===== config.mk =====
export PLATFORM = sky130hd
export DESIGN_NAME = bitmap_span_allocator
export DESIGN_NICKNAME = d
export VERILOG_FILES = /design/src/sv/bsa_pkg.sv /design/src/sv/bsa_ram.sv /design/src/sv/bsa_ctrl.sv /design/src/sv/bsa_dp.sv /design/src/sv/bitmap_span_allocator.sv
export VERILOG_INCLUDE_DIRS = /design/src /design/src/sv
export SDC_FILE = /design/constraint.sdc
export NUM_CORES = 2
export LEC_CHECK = 0
export BUFFER_PORTS_ARGS = -buffer_cell sky130_fd_sc_hd__buf_4
export CORE_ASPECT_RATIO = 1.75
export CORE_MARGIN = 3
export CORE_UTILIZATION = 55
export DETAILED_ROUTE_END_ITERATION = 10
export GPL_TIMING_DRIVEN = 0
export PLACE_DENSITY = 0.74
export SKIP_LAST_GASP = 1
export SYNTH_ARGS = -nofsm -noshare
export SYNTH_HDL_FRONTEND = slang
export SYNTH_SLANG_ARGS = --single-unit

===== constraint.sdc =====
create_clock -name clk -period 7.8 [get_ports clk]
set_input_delay 1.56 -clock clk [delete_from_list [all_inputs] [get_ports clk]]
set_output_delay 1.56 -clock clk [all_outputs]
set_load 0.01 [all_outputs]

===== src/sv/bitmap_span_allocator_assert.svh =====
// assertion macros for the span allocator
`ifndef BITMAP_SPAN_ALLOCATOR_ASSERT_SVH
`define BITMAP_SPAN_ALLOCATOR_ASSERT_SVH

`ifndef ASSERT_OFF
`define BSA_ASSERT(label, clk, rst_n, prop, msg) \
	label: assert property (@(posedge clk) disable iff (!rst_n) prop) else $error(msg);
`define BSA_ASSERT_NXT(label, clk, rst_n, ante, cons, msg) \
	label: assert property (@(posedge clk) disable iff (!rst_n) (ante) |=> (cons)) \
		else $error(msg);
`else
`define BSA_ASSERT(label, clk, rst_n, prop, msg)
`define BSA_ASSERT_NXT(label, clk, rst_n, ante, cons, msg)
`endif

`endif


===== src/sv/bsa_pkg.sv =====
package bsa_pkg;

	localparam int NUM_UNITS_DEF = 1024;
	localparam int WORD_BITS = 32;
	localparam int WB_W = 5;
	localparam int SIZE_W = 13;
	localparam int ALIGN_W = 13;
	localparam int HANDLE_W = 10;
	localparam int INDEX_W = 10;
	localparam int POOL_W = 11;
	localparam int BASE_W = 10;
	localparam int CFG_DATA_W = 11;
	localparam int UNITS_W = 12;
	localparam int STEP_W = 11;
	localparam logic [POOL_W-1:0] POOL_RESET = 11'd1024;

	typedef enum logic {
		OP_ALLOC = 1'b0,
		OP_FREE  = 1'b1
	} op_t;

	typedef enum logic [2:0] {
		ST_OK       = 3'd0,
		ST_ZERO     = 3'd1,
		ST_NOSPACE  = 3'd2,
		ST_NULL     = 3'd3,
		ST_BADIDX   = 3'd4,
		ST_NOTALLOC = 3'd5
	} status_t;

	typedef enum logic {
		CFG_POOL_UNITS  = 1'b0,
		CFG_BASE_OFFSET = 1'b1
	} cfg_idx_t;

	typedef struct packed {
		op_t                 operation;
		logic [SIZE_W-1:0]   size_bytes;
		logic [ALIGN_W-1:0]  align_bytes;
		logic [HANDLE_W-1:0] handle_unit;
		logic                handle_null;
	} req_t;

	typedef struct packed {
		status_t            status;
		logic [INDEX_W-1:0] unit_index;
	} rsp_t;

	typedef enum logic [3:0] {
		CMD_IDLE,
		CMD_CLEAR,
		CMD_LOAD,
		CMD_DIV,
		CMD_FETCH,
		CMD_SCAN,
		CMD_MREAD,
		CMD_MWRITE,
		CMD_RD_FIRST,
		CMD_RD_LAST,
		CMD_REPLY
	} dp_op_t;

	typedef struct packed {
		dp_op_t  op;
		status_t code;
	} cmd_t;

	typedef struct packed {
		logic clr_last;
		logic is_free;
		logic zero_size;
		logic null_req;
		logic bad_idx;
		logic div_last;
		logic scan_end;
		logic found;
		logic word_end;
		logic bit_used;
		logic last_oob;
		logic mark_last;
	} stat_t;

endpackage


===== src/sv/bsa_ram.sv =====
module bsa_ram #(
	parameter int WIDTH = 32,
	parameter int DEPTH = 32
) (
	input  logic                                    clk,
	input  logic [(DEPTH > 1 ? $clog2(DEPTH) : 1)-1:0] addr,
	input  logic                                    we,
	input  logic [WIDTH-1:0]                        wdata,
	input  logic                                    re,
	output logic [WIDTH-1:0]                        rdata
);
	logic [WIDTH-1:0] mem [DEPTH];

	always_ff @(posedge clk) begin
		if (we) begin
			mem[addr] <= wdata;
		end
		if (re) begin
			rdata <= mem[addr];
		end
	end
endmodule


===== src/sv/bsa_ctrl.sv =====
module bsa_ctrl (
	input  logic           clk,
	input  logic           arst_n,
	input  logic           start,
	input  bsa_pkg::stat_t stat,
	output bsa_pkg::cmd_t  cmd,
	output logic           busy
);
	import bsa_pkg::*;

	typedef enum logic [12:0] {
		S_CLEAR = 13'b0000000000001,
		S_IDLE  = 13'b0000000000010,
		S_DISP  = 13'b0000000000100,
		S_DIV   = 13'b0000000001000,
		S_FETCH = 13'b0000000010000,
		S_SCAN  = 13'b0000000100000,
		S_MRD   = 13'b0000001000000,
		S_MWR   = 13'b0000010000000,
		S_OK    = 13'b0000100000000,
		S_RDF   = 13'b0001000000000,
		S_TSTF  = 13'b0010000000000,
		S_TSTL  = 13'b0100000000000,
		S_RSV   = 13'b1000000000000
	} state_t;

	state_t state_q, state_d;

	always_comb begin
		state_d = state_q;
		cmd = '{op: CMD_IDLE, code: ST_OK};
		unique case (state_q)
			S_CLEAR: begin
				cmd.op = CMD_CLEAR;
				if (stat.clr_last) state_d = S_IDLE;
			end
			S_IDLE: begin
				if (start) begin
					cmd.op = CMD_LOAD;
					state_d = S_DISP;
				end
			end
			S_DISP: begin
				priority if (!stat.is_free && stat.zero_size) begin
					cmd = '{op: CMD_REPLY, code: ST_ZERO};
					state_d = S_IDLE;
				end else if (!stat.is_free) begin
					state_d = S_DIV;
				end else if (stat.null_req) begin
					cmd = '{op: CMD_REPLY, code: ST_NULL};
					state_d = S_IDLE;
				end else if (stat.bad_idx) begin
					cmd = '{op: CMD_REPLY, code: ST_BADIDX};
					state_d = S_IDLE;
				end else begin
					state_d = S_RDF;
				end
			end
			S_DIV: begin
				cmd.op = CMD_DIV;
				if (stat.div_last) state_d = S_FETCH;
			end
			S_FETCH: begin
				cmd.op = CMD_FETCH;
				state_d = S_SCAN;
			end
			S_SCAN: begin
				priority if (stat.scan_end) begin
					cmd = '{op: CMD_REPLY, code: ST_NOSPACE};
					state_d = S_IDLE;
				end else begin
					cmd.op = CMD_SCAN;
					if (stat.found) state_d = S_MRD;
					else if (stat.word_end) state_d = S_FETCH;
				end
			end
			S_MRD: begin
				cmd.op = CMD_MREAD;
				state_d = S_MWR;
			end
			S_MWR: begin
				cmd.op = CMD_MWRITE;
				state_d = stat.mark_last ? S_OK : S_MRD;
			end
			S_OK: begin
				cmd = '{op: CMD_REPLY, code: ST_OK};
				state_d = S_IDLE;
			end
			S_RDF: begin
				cmd.op = CMD_RD_FIRST;
				state_d = S_TSTF;
			end
			S_TSTF: begin
				if (!stat.bit_used || stat.last_oob) begin
					cmd = '{op: CMD_REPLY, code: ST_NOTALLOC};
					state_d = S_IDLE;
				end else begin
					cmd.op = CMD_RD_LAST;
					state_d = S_TSTL;
				end
			end
			S_TSTL: begin
				priority if (!stat.bit_used) begin
					cmd = '{op: CMD_REPLY, code: ST_NOTALLOC};
					state_d = S_IDLE;
				end else if (stat.zero_size) begin
					cmd = '{op: CMD_REPLY, code: ST_OK};
					state_d = S_IDLE;
				end else begin
					state_d = S_MRD;
				end
			end
			default: state_d = S_IDLE;
		endcase
	end

	always_ff @(posedge clk or negedge arst_n) begin
		if (!arst_n) begin
			state_q <= S_CLEAR;
		end else begin
			state_q <= state_d;
		end
	end

	assign busy = (state_q != S_IDLE);
endmodule


===== src/sv/bsa_dp.sv =====
module bsa_dp #(
	parameter int NUM_UNITS = bsa_pkg::NUM_UNITS_DEF
) (
	input  logic                             clk,
	input  logic                             arst_n,
	input  bsa_pkg::req_t                    req,
	input  bsa_pkg::cmd_t                    cmd,
	output bsa_pkg::stat_t                   stat,
	input  logic                             cfg_valid,
	input  bsa_pkg::cfg_idx_t                cfg_index,
	input  logic [bsa_pkg::CFG_DATA_W-1:0]   cfg_data,
	output logic                             done,
	output bsa_pkg::rsp_t                    result
);
	import bsa_pkg::*;

	localparam int PW = ($clog2(NUM_UNITS) + 2 > 12) ? $clog2(NUM_UNITS) + 2 : 12;
	localparam int DW = PW + 1;
	localparam int CW = $clog2(DW);
	localparam int DEPTH = (NUM_UNITS + WORD_BITS - 1) / WORD_BITS;
	localparam int AW = DEPTH > 1 ? $clog2(DEPTH) : 1;

	logic [POOL_W-1:0]   pool_q;
	logic [BASE_W-1:0]   base_q;
	op_t                 op_q;
	logic [UNITS_W-1:0]  units_q;
	logic [STEP_W-1:0]   step_q;
	logic [HANDLE_W-1:0] idx_q;
	logic                null_q;
	logic [PW-1:0]       hint_q, p_q, cand_q, first_q, s_q, ms_q, tpos_q;
	logic                cand_v_q, first_v_q;
	logic [DW-1:0]       dvd_q;
	logic [CW-1:0]       cnt_q;
	logic [STEP_W-1:0]   rem_q;
	logic [AW-1:0]       mw_q, clr_q;

	logic [PW-1:0]       lim, idx_w, units_w, last, mhi, c, runlen;
	logic [WORD_BITS-1:0] rdata, wdata;
	logic [AW-1:0]       addr;
	logic                we, re, free_b, aligned, have_c;
	logic [STEP_W:0]     rem_n, inc;
	logic [SIZE_W:0]     size_p3;
	logic [ALIGN_W-1:0]  align_eff;

	function automatic logic [AW-1:0] word_of(input logic [PW-1:0] x);
		return AW'(x >> WB_W);
	endfunction

	assign lim = ({{(PW-POOL_W){1'b0}}, pool_q} > PW'(NUM_UNITS)) ? PW'(NUM_UNITS)
		: {{(PW-POOL_W){1'b0}}, pool_q};
	assign idx_w = {{(PW-HANDLE_W){1'b0}}, idx_q};
	assign units_w = {{(PW-UNITS_W){1'b0}}, units_q};
	assign last = (units_q == '0) ? idx_w : idx_w + units_w - PW'(1);
	assign mhi = ms_q + units_w - PW'(1);

	// scan step over one unit
	assign free_b = !rdata[p_q[WB_W-1:0]];
	assign aligned = (rem_q == '0);
	assign c = cand_v_q ? cand_q : p_q;
	assign have_c = cand_v_q || aligned;
	assign runlen = p_q - c + PW'(1);
	assign inc = {1'b0, rem_q} + (STEP_W+1)'(1);

	assign rem_n = {rem_q, dvd_q[DW-1]};
	assign size_p3 = {1'b0, req.size_bytes} + (SIZE_W+1)'(3);
	assign align_eff = (req.align_bytes < ALIGN_W'(4)) ? ALIGN_W'(4) : req.align_bytes;

	always_comb begin
		stat.clr_last  = (clr_q == AW'(DEPTH - 1));
		stat.is_free   = (op_q == OP_FREE);
		stat.zero_size = (units_q == '0);
		stat.null_req  = null_q;
		stat.bad_idx   = (idx_w >= lim);
		stat.div_last  = (cnt_q == CW'(DW - 1));
		stat.scan_end  = (p_q >= lim);
		stat.found     = (p_q < lim) && free_b && have_c && (runlen >= units_w);
		stat.word_end  = &p_q[WB_W-1:0];
		stat.bit_used  = rdata[tpos_q[WB_W-1:0]];
		stat.last_oob  = (last >= lim);
		stat.mark_last = (mw_q == word_of(mhi));
	end

	always_comb begin
		addr = mw_q;
		we = 1'b0;
		re = 1'b0;
		unique case (cmd.op)
			CMD_CLEAR: begin
				addr = clr_q;
				we = 1'b1;
			end
			CMD_FETCH: begin
				addr = (p_q < lim) ? word_of(p_q) : '0;
				re = 1'b1;
			end
			CMD_MREAD: re = 1'b1;
			CMD_MWRITE: we = 1'b1;
			CMD_RD_FIRST: begin
				addr = word_of(idx_w);
				re = 1'b1;
			end
			CMD_RD_LAST: begin
				addr = word_of(last);
				re = 1'b1;
			end
			default: ;
		endcase
	end

	// set or clear the span bits within the current word, or clear the whole word in the reset sweep
	always_comb begin
		logic [PW-1:0] pos;
		wdata = rdata;
		for (int b = 0; b < WORD_BITS; b++) begin
			pos = (PW'(mw_q) << WB_W) | PW'(b);
			if (cmd.op == CMD_CLEAR) wdata[b] = 1'b0;
			else if (pos >= ms_q && pos <= mhi) wdata[b] = (op_q == OP_ALLOC);
		end
	end

	bsa_ram #(.WIDTH(WORD_BITS), .DEPTH(DEPTH)) u_map (
		.clk   (clk),
		.addr  (addr),
		.we    (we),
		.wdata (wdata),
		.re    (re),
		.rdata (rdata)
	);

	always_ff @(posedge clk or negedge arst_n) begin
		if (!arst_n) begin
			pool_q <= POOL_RESET;
			base_q <= '0;
		end else if (cfg_valid) begin
			unique case (cfg_index)
				CFG_POOL_UNITS:  pool_q <= cfg_data;
				CFG_BASE_OFFSET: base_q <= cfg_data[BASE_W-1:0];
			endcase
		end
	end

	always_ff @(posedge clk or negedge arst_n) begin
		if (!arst_n) begin
			hint_q <= '0;
			clr_q <= '0;
			done <= 1'b0;
			result <= '{status: ST_OK, unit_index: '0};
			op_q <= OP_ALLOC;
			units_q <= '0;
			null_q <= 1'b0;
			idx_q <= '0;
			cnt_q <= '0;
			cand_v_q <= 1'b0;
			first_v_q <= 1'b0;
			step_q <= '0;
			dvd_q <= '0;
			rem_q <= '0;
			p_q <= '0;
			cand_q <= '0;
			first_q <= '0;
			s_q <= '0;
			ms_q <= '0;
			mw_q <= '0;
			tpos_q <= '0;
		end else begin
			done <= (cmd.op == CMD_REPLY);
			unique case (cmd.op)
				CMD_CLEAR: clr_q <= clr_q + AW'(1);
				CMD_LOAD: begin
					op_q <= req.operation;
					units_q <= size_p3[SIZE_W:2];
					step_q <= align_eff[ALIGN_W-1:2];
					idx_q <= req.handle_unit;
					null_q <= req.handle_null;
					dvd_q <= DW'(base_q) + DW'(hint_q);
					rem_q <= '0;
					cnt_q <= '0;
					p_q <= hint_q;
					cand_v_q <= 1'b0;
					first_v_q <= 1'b0;
				end
				CMD_DIV: begin
					cnt_q <= cnt_q + CW'(1);
					dvd_q <= dvd_q << 1;
					rem_q <= (rem_n >= {1'b0, step_q}) ? STEP_W'(rem_n - {1'b0, step_q})
						: rem_n[STEP_W-1:0];
				end
				CMD_SCAN: begin
					p_q <= p_q + PW'(1);
					rem_q <= (inc == {1'b0, step_q}) ? '0 : inc[STEP_W-1:0];
					if (free_b) begin
						cand_v_q <= have_c;
						if (!cand_v_q && aligned) cand_q <= p_q;
						if (!first_v_q) begin
							first_v_q <= 1'b1;
							first_q <= p_q;
						end
					end else begin
						cand_v_q <= 1'b0;
					end
					// a fit at the first free unit moves the hint past the span
					if (stat.found && (first_v_q ? first_q : p_q) == c) hint_q <= c + units_w;
					else if (free_b && !first_v_q) hint_q <= p_q;
					if (stat.found) begin
						s_q <= c;
						ms_q <= c;
						mw_q <= word_of(c);
					end
				end
				CMD_MWRITE: mw_q <= mw_q + AW'(1);
				CMD_RD_FIRST: begin
					tpos_q <= idx_w;
					ms_q <= idx_w;
					mw_q <= word_of(idx_w);
				end
				CMD_RD_LAST: tpos_q <= last;
				CMD_REPLY: begin
					result.status <= cmd.code;
					result.unit_index <= (cmd.code == ST_OK && op_q == OP_ALLOC)
						? s_q[INDEX_W-1:0] : '0;
					if (cmd.code == ST_OK && op_q == OP_FREE && idx_w < hint_q) hint_q <= idx_w;
				end
				default: ;
			endcase
		end
	end
endmodule


===== src/sv/bitmap_span_allocator.sv =====
// First-fit span allocator over a bitmap of 4-byte units, held in a RAM of
// 32-unit words. A request is taken when start is high and busy is low; its
// one result shows on result for a single cycle with done high and cannot
// be stalled. Allocate: setup, a bit-serial divider for the alignment
// residue of the hint, a scan from the hint that fetches each map word it
// enters, then a read and a write per word of the span being marked. Free:
// the first and last units are checked, then each span word is read and rewritten.
// After reset the map is swept clear, a word at a time, with busy high.
// Configuration writes are always ready and are meant for idle periods.
module bitmap_span_allocator #(
	parameter int NUM_UNITS = bsa_pkg::NUM_UNITS_DEF
) (
	input  logic                           clk,
	input  logic                           arst_n,
	input  logic                           start,
	output logic                           busy,
	input  bsa_pkg::req_t                  req,
	output logic                           done,
	output bsa_pkg::rsp_t                  result,
	input  logic                           cfg_valid,
	output logic                           cfg_ready,
	input  bsa_pkg::cfg_idx_t              cfg_index,
	input  logic [bsa_pkg::CFG_DATA_W-1:0] cfg_data
);
	import bsa_pkg::*;

	`include "bitmap_span_allocator_assert.svh"

	cmd_t  cmd;
	stat_t stat;

	assign cfg_ready = 1'b1;

	bsa_ctrl u_ctrl (
		.clk    (clk),
		.arst_n (arst_n),
		.start  (start),
		.stat   (stat),
		.cmd    (cmd),
		.busy   (busy)
	);

	bsa_dp #(.NUM_UNITS(NUM_UNITS)) u_dp (
		.clk       (clk),
		.arst_n    (arst_n),
		.req       (req),
		.cmd       (cmd),
		.stat      (stat),
		.cfg_valid (cfg_valid),
		.cfg_index (cfg_index),
		.cfg_data  (cfg_data),
		.done      (done),
		.result    (result)
	);

	`BSA_ASSERT_NXT(a_busy_after_start, clk, arst_n, start && !busy, busy, "not busy after start")
	`BSA_ASSERT(a_index_only_ok, clk, arst_n, done && result.status != ST_OK |-> result.unit_index == '0, "index on failed result")
	`BSA_ASSERT(a_done_idle, clk, arst_n, done |-> !busy, "result while still busy")
endmodule

# Word level (Yosys, flattened, before mapping)
# Memory sizes are Yosys's and may differ from the RTL's. A register that Yosys moved wholly into a read port is not among the register bits.
# Index checks and enable logic that the tools add are counted.
[word_totals]
out_inout_bits = 16
in_bits = 54
mem_count = 1
ram_bits = 1024
wordCells = 354
reg_bits = 198
[memory_table]
columns = ["name", "words", "word_bits", "read_ports", "rd_ports_with_merged_regs", "write_ports", "line_no", "rtl"]
rows = [
  ["u_dp.u_map.mem", 32, 32, 1, 1, 1, "bsa_ram.sv:12", "logic [WIDTH-1:0] mem [DEPTH];"],
]
[op_classes]
n_addsub = 15
reduce_logical = 72
bitwise = 3
n_eq_ne = 36
magnitude_cmp = 75
n_mux = 127
[op_table]
columns = ["operator", "n"]
rows = [
  ["10-bit by 12-bit greater-or-equal comparator with 1-bit output", 32],
  ["10-bit by 12-bit less-or-equal comparator with 1-bit output", 32],
  ["13-bit one-hot mux with 11 select lines", 1],
  ["13-bit 2-to-1 mux", 9],
  ["12-bit 2-to-1 mux", 8],
  ["1-bit 2-to-1 mux", 72],
  ["12-bit one-hot mux with 2 select lines", 3],
  ["7-bit 2-to-1 mux", 8],
  ["4-bit one-hot mux with 12 select lines", 1],
  ["1-bit logical AND", 42],
  ["11-bit 2-to-1 mux", 3],
  ["11-bit one-hot mux with 3 select lines", 1],
  ["10-bit 2-to-1 mux", 3],
  ["13-bit one-hot mux with 2 select lines", 1],
  ["12-bit by 1-bit adder with 12-bit output (second input constant)", 2],
  ["12-bit adder", 2],
  ["12-bit by 11-bit greater-or-equal comparator with 1-bit output", 2],
  ["12-bit greater-or-equal comparator", 2],
  ["12-bit by 1-bit subtractor with 12-bit output (second input constant)", 2],
  ["5-bit one-hot mux with 4 select lines", 1],
  ["4-bit by 3-bit == test with 1-bit output (second input constant)", 4],
  ["4-bit == test (second input constant)", 4],
  ["5-bit one-hot mux with 3 select lines", 1],
  ["13-bit by 2-bit adder with 14-bit output (second input constant)", 1],
  ["other kinds (60)", 91],
]

# Logic depth before layout (Yosys ltp)
[depth]
depth_word = 13
ltp_mapped = 26
ltp_nobuf = 24

# Hierarchy
# Synthesis repeated with hierarchy kept, for this count alone.
[unflattened]
cells_unflattened = 4120
hier_area_um2 = 57067.2
[modules_own_cells]
columns = ["module", "instances", "area_each_um2", "seq_area_each_um2", "cells_per_inst"]
rows = [
  ["bsa_ram", 1, 40063.4, 31710.4, 2107],
  ["bsa_dp", 1, 16036.6, 4630.7, 1897],
  ["bsa_ctrl", 1, 955.9, 301.5, 114],
  ["bitmap_span_allocator", 1, 11.3, 0.0, 2],
]

# Worst setup path after synthesis
# Ideal clock, no wire load.
[synth_path]
path_type = "register to register"
startpoint = "reg u_dp.units_q[1]"
endpoint = "mem u_dp.u_map.mem[21][0], enable pin"
n_path_buf = 2
path_slack_ns = 0.991
setup_time_ns = 0.421
arrival_ns = 6.388
synth_period_minus_slack_ns = 6.809
t_required_ns = 7.379
path_stages_with_launch = 22
cell_sequence = "dfrtp_1 -> inv_1 -> ha_1 -> inv_1 -> ha_1 -> fa_1 -> a211oi_1 -> o21a_1 -> o21bai_1 -> a2111o_1 -> o221a_2 -> ha_1 -> a2111oi_0 -> o21bai_1 -> nor4_1 -> and2_1 -> clkbuf_1 -> mux2i_2 -> nor3b_2 -> buf_2 -> inv_1 -> nor2_1"
[synth_between]
elab_chain_cells = 12
word_cells_on_any_way = 22
cone_classes = "2 x add/sub; 1 x order compare; 5 x eq/ne; 10 x mux; 4 x reduce/logical"
[synth_lines]
columns = ["item", "line_no", "rtl"]
rows = [
  ["start, declared", "bsa_dp.sv:26", "logic [UNITS_W-1:0] units_q;"],
  ["start signal, assigned", "bsa_dp.sv:171", "units_q <= size_p3[SIZE_W:2];"],
  ["10-bit by 12-bit adder with 12-bit output", "bsa_dp.sv:53", "assign last = (units_q == '0) ? idx_w : idx_w + units_w - PW'(1);"],
  ["12-bit by 1-bit subtractor with 12-bit output", "bsa_dp.sv:53", ""],
  ["12-bit 2-to-1 mux", "bsa_dp.sv:53", ""],
  ["12-bit by 11-bit greater-or-equal comparator with 1-bit output", "bsa_dp.sv:79", "stat.last_oob = (last >= lim);"],
  ["1-bit logical OR", "bsa_ctrl.sv:94", "if (!stat.bit_used || stat.last_oob) begin"],
  ["2-bit 2-to-1 mux", "bsa_ctrl.sv:94", ""],
  ["4-bit one-hot mux with 12 select lines", "bsa_ctrl.sv:32", "unique case (state_q)"],
  ["4-bit by 3-bit == test with 1-bit output or 4-bit by 1-bit == test with 1-bit output (tied branches)", "bsa_dp.sv:87", "unique case (cmd.op)"],
  ["2-bit OR reduction (no line)", "--", ""],
  ["1-bit 2-to-1 mux", "bsa_dp.sv:87", ""],
  ["1-bit 2-to-1 mux", "bsa_ram.sv:15", "if (we) begin"],
  ["1-bit 2-to-1 mux (not written as such)", "bsa_ram.sv:16", "mem[addr] <= wdata;"],
  ["end, declared", "bsa_ram.sv:12", ""],
]
# Several ways; a longest one is shown, not always the timed one.

# Worst setup path in the final report
[layout_path]
startpoint = "reg u_dp.units_q[3]"
endpoint = "mem u_dp.u_map.mem[31][23], enable pin"
# Same word-level chain as after synthesis.

==> flow_metrics.py <==
metrics = {
    "run_status": {
        "status": "finished with violations",
        "violations": "capacitance limit",
    },
    "clock_network": {
        "clock_sinks": 1253,
        "cts_max_level": 3,
        "cts.path.max_buffers": 3,
        "clk_latency_ns": 0.76,
        "numCtsBuffers": 107,
        "cts.clk_slew.worst_paths_ns": 0.07,
        "cts_root_buf": "clkbuf_16",
        "cts_hold_buf": 0,
        "cts_tree": "done",
    },
    "yosys": {
        "yosys.area.top_type_share": 0.538,
        "synthesis.nets": 4417,
        "syn-cell-area_sq_mm": 0.0589,
        "ys_ff_latch": 1253,
        "synth_area_leader_cell": "edfxtp_1",
        "avgSynthCellArea_sq_um": 14.1,
        "synth_flop_cell": "edfxtp_1",
        "postSynthCellCount": 4188,
        "async_flop_share": 0.157,
        "ys_seq_area_frac": 0.622,
        "synth-edff-count": 1056,
        "yosysUniqueCellTypes": 98,
        "synth.area.top_cells": "edfxtp_1 (54%), mux2i_1 (14%), dfrtp_1 (8.3%)",
        "ys_warn_count": 0,
    },
    "final_layout": {
        "final_nets": 4721,
        "syn_to_final_growth_pct": 14.5,
        "layout.cells.non_filler": 5949,
        "postLayoutCellArea_sq_mm": 0.0675,
        "drive_gt1_frac": 0.150,
    },
    "hold_path": {
        "hp-start": "u_dp.dvd_q[5]$_DFFE_PN0P_",
        "whs_endpoint": "u_dp.dvd_q[5]$_DFFE_PN0P_",
        "hold-path-cell-count": 2,
        "worstHoldPathType": "register to register",
    },
    "global_routing": {
        "grtUsageTotal": 0.375,
        "gr-total-overflow": 0,
        "grt_pass1_vias": 39733,
        "grt_max_degree": 115,
        "antenna_found_initial": 19,
        "grt_first_pass_wirelength_um": 288000,
    },
    "timing": {
        "skew_ns": 0.0374,
        "worst_pin_slew_ns": 1.48,
        "slew_headroom": 0.0112,
        "setup_viol": 0,
        "fmax_ghz": 0.130,
        "slew_viol_final": 0,
        "hold_violations": 0,
        "period_share": 0.987,
        "period_needed_ns": 7.70,
    },
    "die": {
        "die_h_um": 439,
        "dieArea_sq_mm": 0.111,
        "die_x_um": 253,
        "start_util": 0.555,
        "std_cell_rows": 158,
        "core-area_sq_mm": 0.106,
        "pin_count": 70,
    },
    "placement": {
        "place_congestion": 1.03,
        "io_buffer_count": 66,
        "dp_cells": 5683,
        "dpl.hpwl_um": 140000,
        "dpl-instance-area_sq_mm": 0.0630,
    },
    "drt": {
        "drt_iter0_drc": 4323,
        "vias": 39337,
        "wirelength_um": 206000,
        "via_per_inst": 6.61,
        "drtAntennaViolNets": 0,
        "firstDrtPassIters": 8,
        "wire_per_inst_um": 34.5,
        "drc_errors": 0,
    },
    "setup_path": {
        "critical_path_class": "register to register",
        "timing.rr.end": "u_dp.u_map.mem[31][23]$_DFFE_PP_",
        "critPathMaxFanout": 17,
        "cp.required_ns": 8.23,
        "reg2reg_slack_ns": 0.1,
        "end_kind": "register",
        "cp-start-kind": "register",
        "reg2reg_from": "u_dp.units_q[3]$_DFFE_PN0P_",
        "cp_data_arrival_time_ns": 8.13,
        "r2r_cells": 24,
    },
    "power_and_ir_drop": {
        "p_leak_uw": 0.0235,
        "p_per_area_mw_per_mm2": 416,
        "ir_drop_uv": 262,
    },
    "flow_run": {
        "cap_violations": 1,
    },
}
## cell usage after synthesis, types with 39 or more instances
library cell and count:
a21oi_1 119, a22oi_1 134, buf_4 79, clkbuf_1 80, dfrtp_1 195, edfxtp_1 1056, ha_1 169, inv_1 180
mux2_2 43, mux2i_1 838, nand2_1 228, nand3_1 47, nand4_1 46, nor2_1 166, o21ai_0 145, xnor2_1 49
xor2_1 39
## flip-flops by register name, indices dropped and copies added (netlist names), 13 cells and up
| signal | cells |
|---|---|
| u_dp.u_map.rdata | 32 |
| u_dp.u_map.mem | 1024 |
| u_dp.dvd_q | 13 |
| u_dp.result | 13 |
## how the worst max path moves through the flow
stage,slack [ns],end,startpoint
3_5_place_dp,-1.43,u_dp.u_map.mem[28][22]$_DFFE_PP_,u_dp.idx_q[1]$_DFFE_PN0P_
4_1_cts,0.04,u_dp.u_map.mem[2][26]$_DFFE_PP_,u_dp.idx_q[1]$_DFFE_PN0P_
5_1_grt,-0.008,u_dp.u_map.mem[12][29]$_DFFE_PP_,u_dp.units_q[3]$_DFFE_PN0P_
3_3_place_gp,-3.95,u_dp.u_map.mem[28][22]$_DFFE_PP_,u_dp.idx_q[1]$_DFFE_PN0P_
6_report,0.1,u_dp.u_map.mem[31][23]$_DFFE_PP_,u_dp.units_q[3]$_DFFE_PN0P_
2_1_floorplan,0.99,u_dp.u_map.mem[21][0]$_DFFE_PP_,u_dp.units_q[1]$_DFFE_PN0P_
## placed cells by master (no fill, tap or decap), drive strengths merged, types with 8 or more instances in the layout
master	synthesis	final
or3	12	12
a21boi	9	9
a31oi	19	19
edfxtp	1056	1056
nand2	229	229
ha	169	169
o221ai	8	8
nand4	46	46
nor2	168	169
o21a	25	25
clkinv	1	38
inv	184	189
and3	18	18
buf	142	333
or4	10	10
bufinv	0	15
mux4	17	17
and2	14	14
xnor2	49	49
diode	0	9
o21ai	156	156
o22ai	19	19
nor3b	12	12
o21bai	14	14
mux2i	840	841
a21o	32	32
nand3	47	47
a22oi	134	134
nor4	26	26
nor2b	26	26
xor2	39	39
a211oi	28	28
clkbuf	82	217
nor3	37	37
dfrtp	195	195
mux2	51	51
a21oi	120	120
nand2b	21	21
o211ai	30	30
## stage by stage
stage / total power [uW] / setup WS (ns) / setup TNS (ns) / utilization / hold WS [ns]
2_1_floorplan: 16800 / 0.991 / 0 / - / 0.439
3_3_place_gp: 20800 / -3.95 / -3173.79 / 0.576 / 0.453
3_5_place_dp: 21600 / -1.43 / -342.83 / 0.593 / 0.465
4_1_cts: 27100 / 0.0398 / 0 / 0.632 / 0.481
5_1_grt: 29000 / -0.00839 / -0.0432 / 0.636 / 0.507
6_report: 28100 / 0.0998 / 0 / 0.636 / 0.476
## timing repair
item                       CTS  global route
gates cloned                 1             1
buffers inserted            40            15
hold endpoints to repair     0             0
setup endpoints to repair  887          1166
gates resized for setup      5            19
pin swaps                   26             8
## power by group
part / total, uW / switching (uW) / internal, uW / leakage (uW)
logic: 12700 / 8690 / 4020 / 0.00972
clock network: 5580 / 2510 / 3080 / 0.00174
registers: 9770 / 383 / 9380 / 0.0120
## critical path: stages, from the launching register on
cell and delay, ns:
dfrtp_1 0.44, clkinvlp_4 0.40, ha_1 0.43, inv_1 0.04, ha_1 0.24, a211oi_1 0.32, o21ai_0 0.23, a31o_2 0.28
a21oi_1 0.27, xnor2_2 0.24, o21ai_0 0.16, ha_1 0.36, o211ai_1 0.12, nor2_1 0.06, a2111oi_1 0.59, o21ai_2 0.17
or4_1 0.40, buf_2 0.20, a21oi_2 0.16, buf_4 0.27, buf_6 0.25, buf_4 0.35, nand2_1 0.63, nor2_4 0.46
buf_12 0.27
## logic make-up (layout without fill, tap and decap cells)
logic type / after synthesis / after routing / share of synthesized area
flops: 1253 / 1253 / 0.622
other cells: 1 / 10 / 0.0000636
mux: 908 / 909 / 0.160
compound gates: 661 / 661 / 0.0748
buf+inv: 409 / 799 / 0.0350
simple gates: 693 / 694 / 0.0579
xor+xnor: 88 / 88 / 0.0131
fa+ha+maj: 175 / 175 / 0.0379
## layout make-up
class | instances | area [sq um]
timing repair buffer | 193 | 2590
clock buffer | 133 | 2820
fill | 7666 | 38700
buffer | 224 | 1380
multi-input combinational | 2528 | 20900
tap | 1360 | 1700
antenna | 9 | 22.5
inverter | 185 | 699
sequential | 1253 | 36600
clock inverter | 64 | 771
## layer usage
| metal | share of wire | GRT usage | vias to the layer above |
|---|---|---|---|
| met5 | 0.00070 | 0.00402 | - |
| met3 | 0.095 | 0.121 | 1070 |
| met2 | 0.49 | 0.624 | 2409 |
| met4 | 0.12 | 0.356 | 14 |
| met1 | 0.29 | 0.362 | 19321 |
| li1 | - | - | 16523 |
Note: power is estimated with default switching activity, not from simulation.
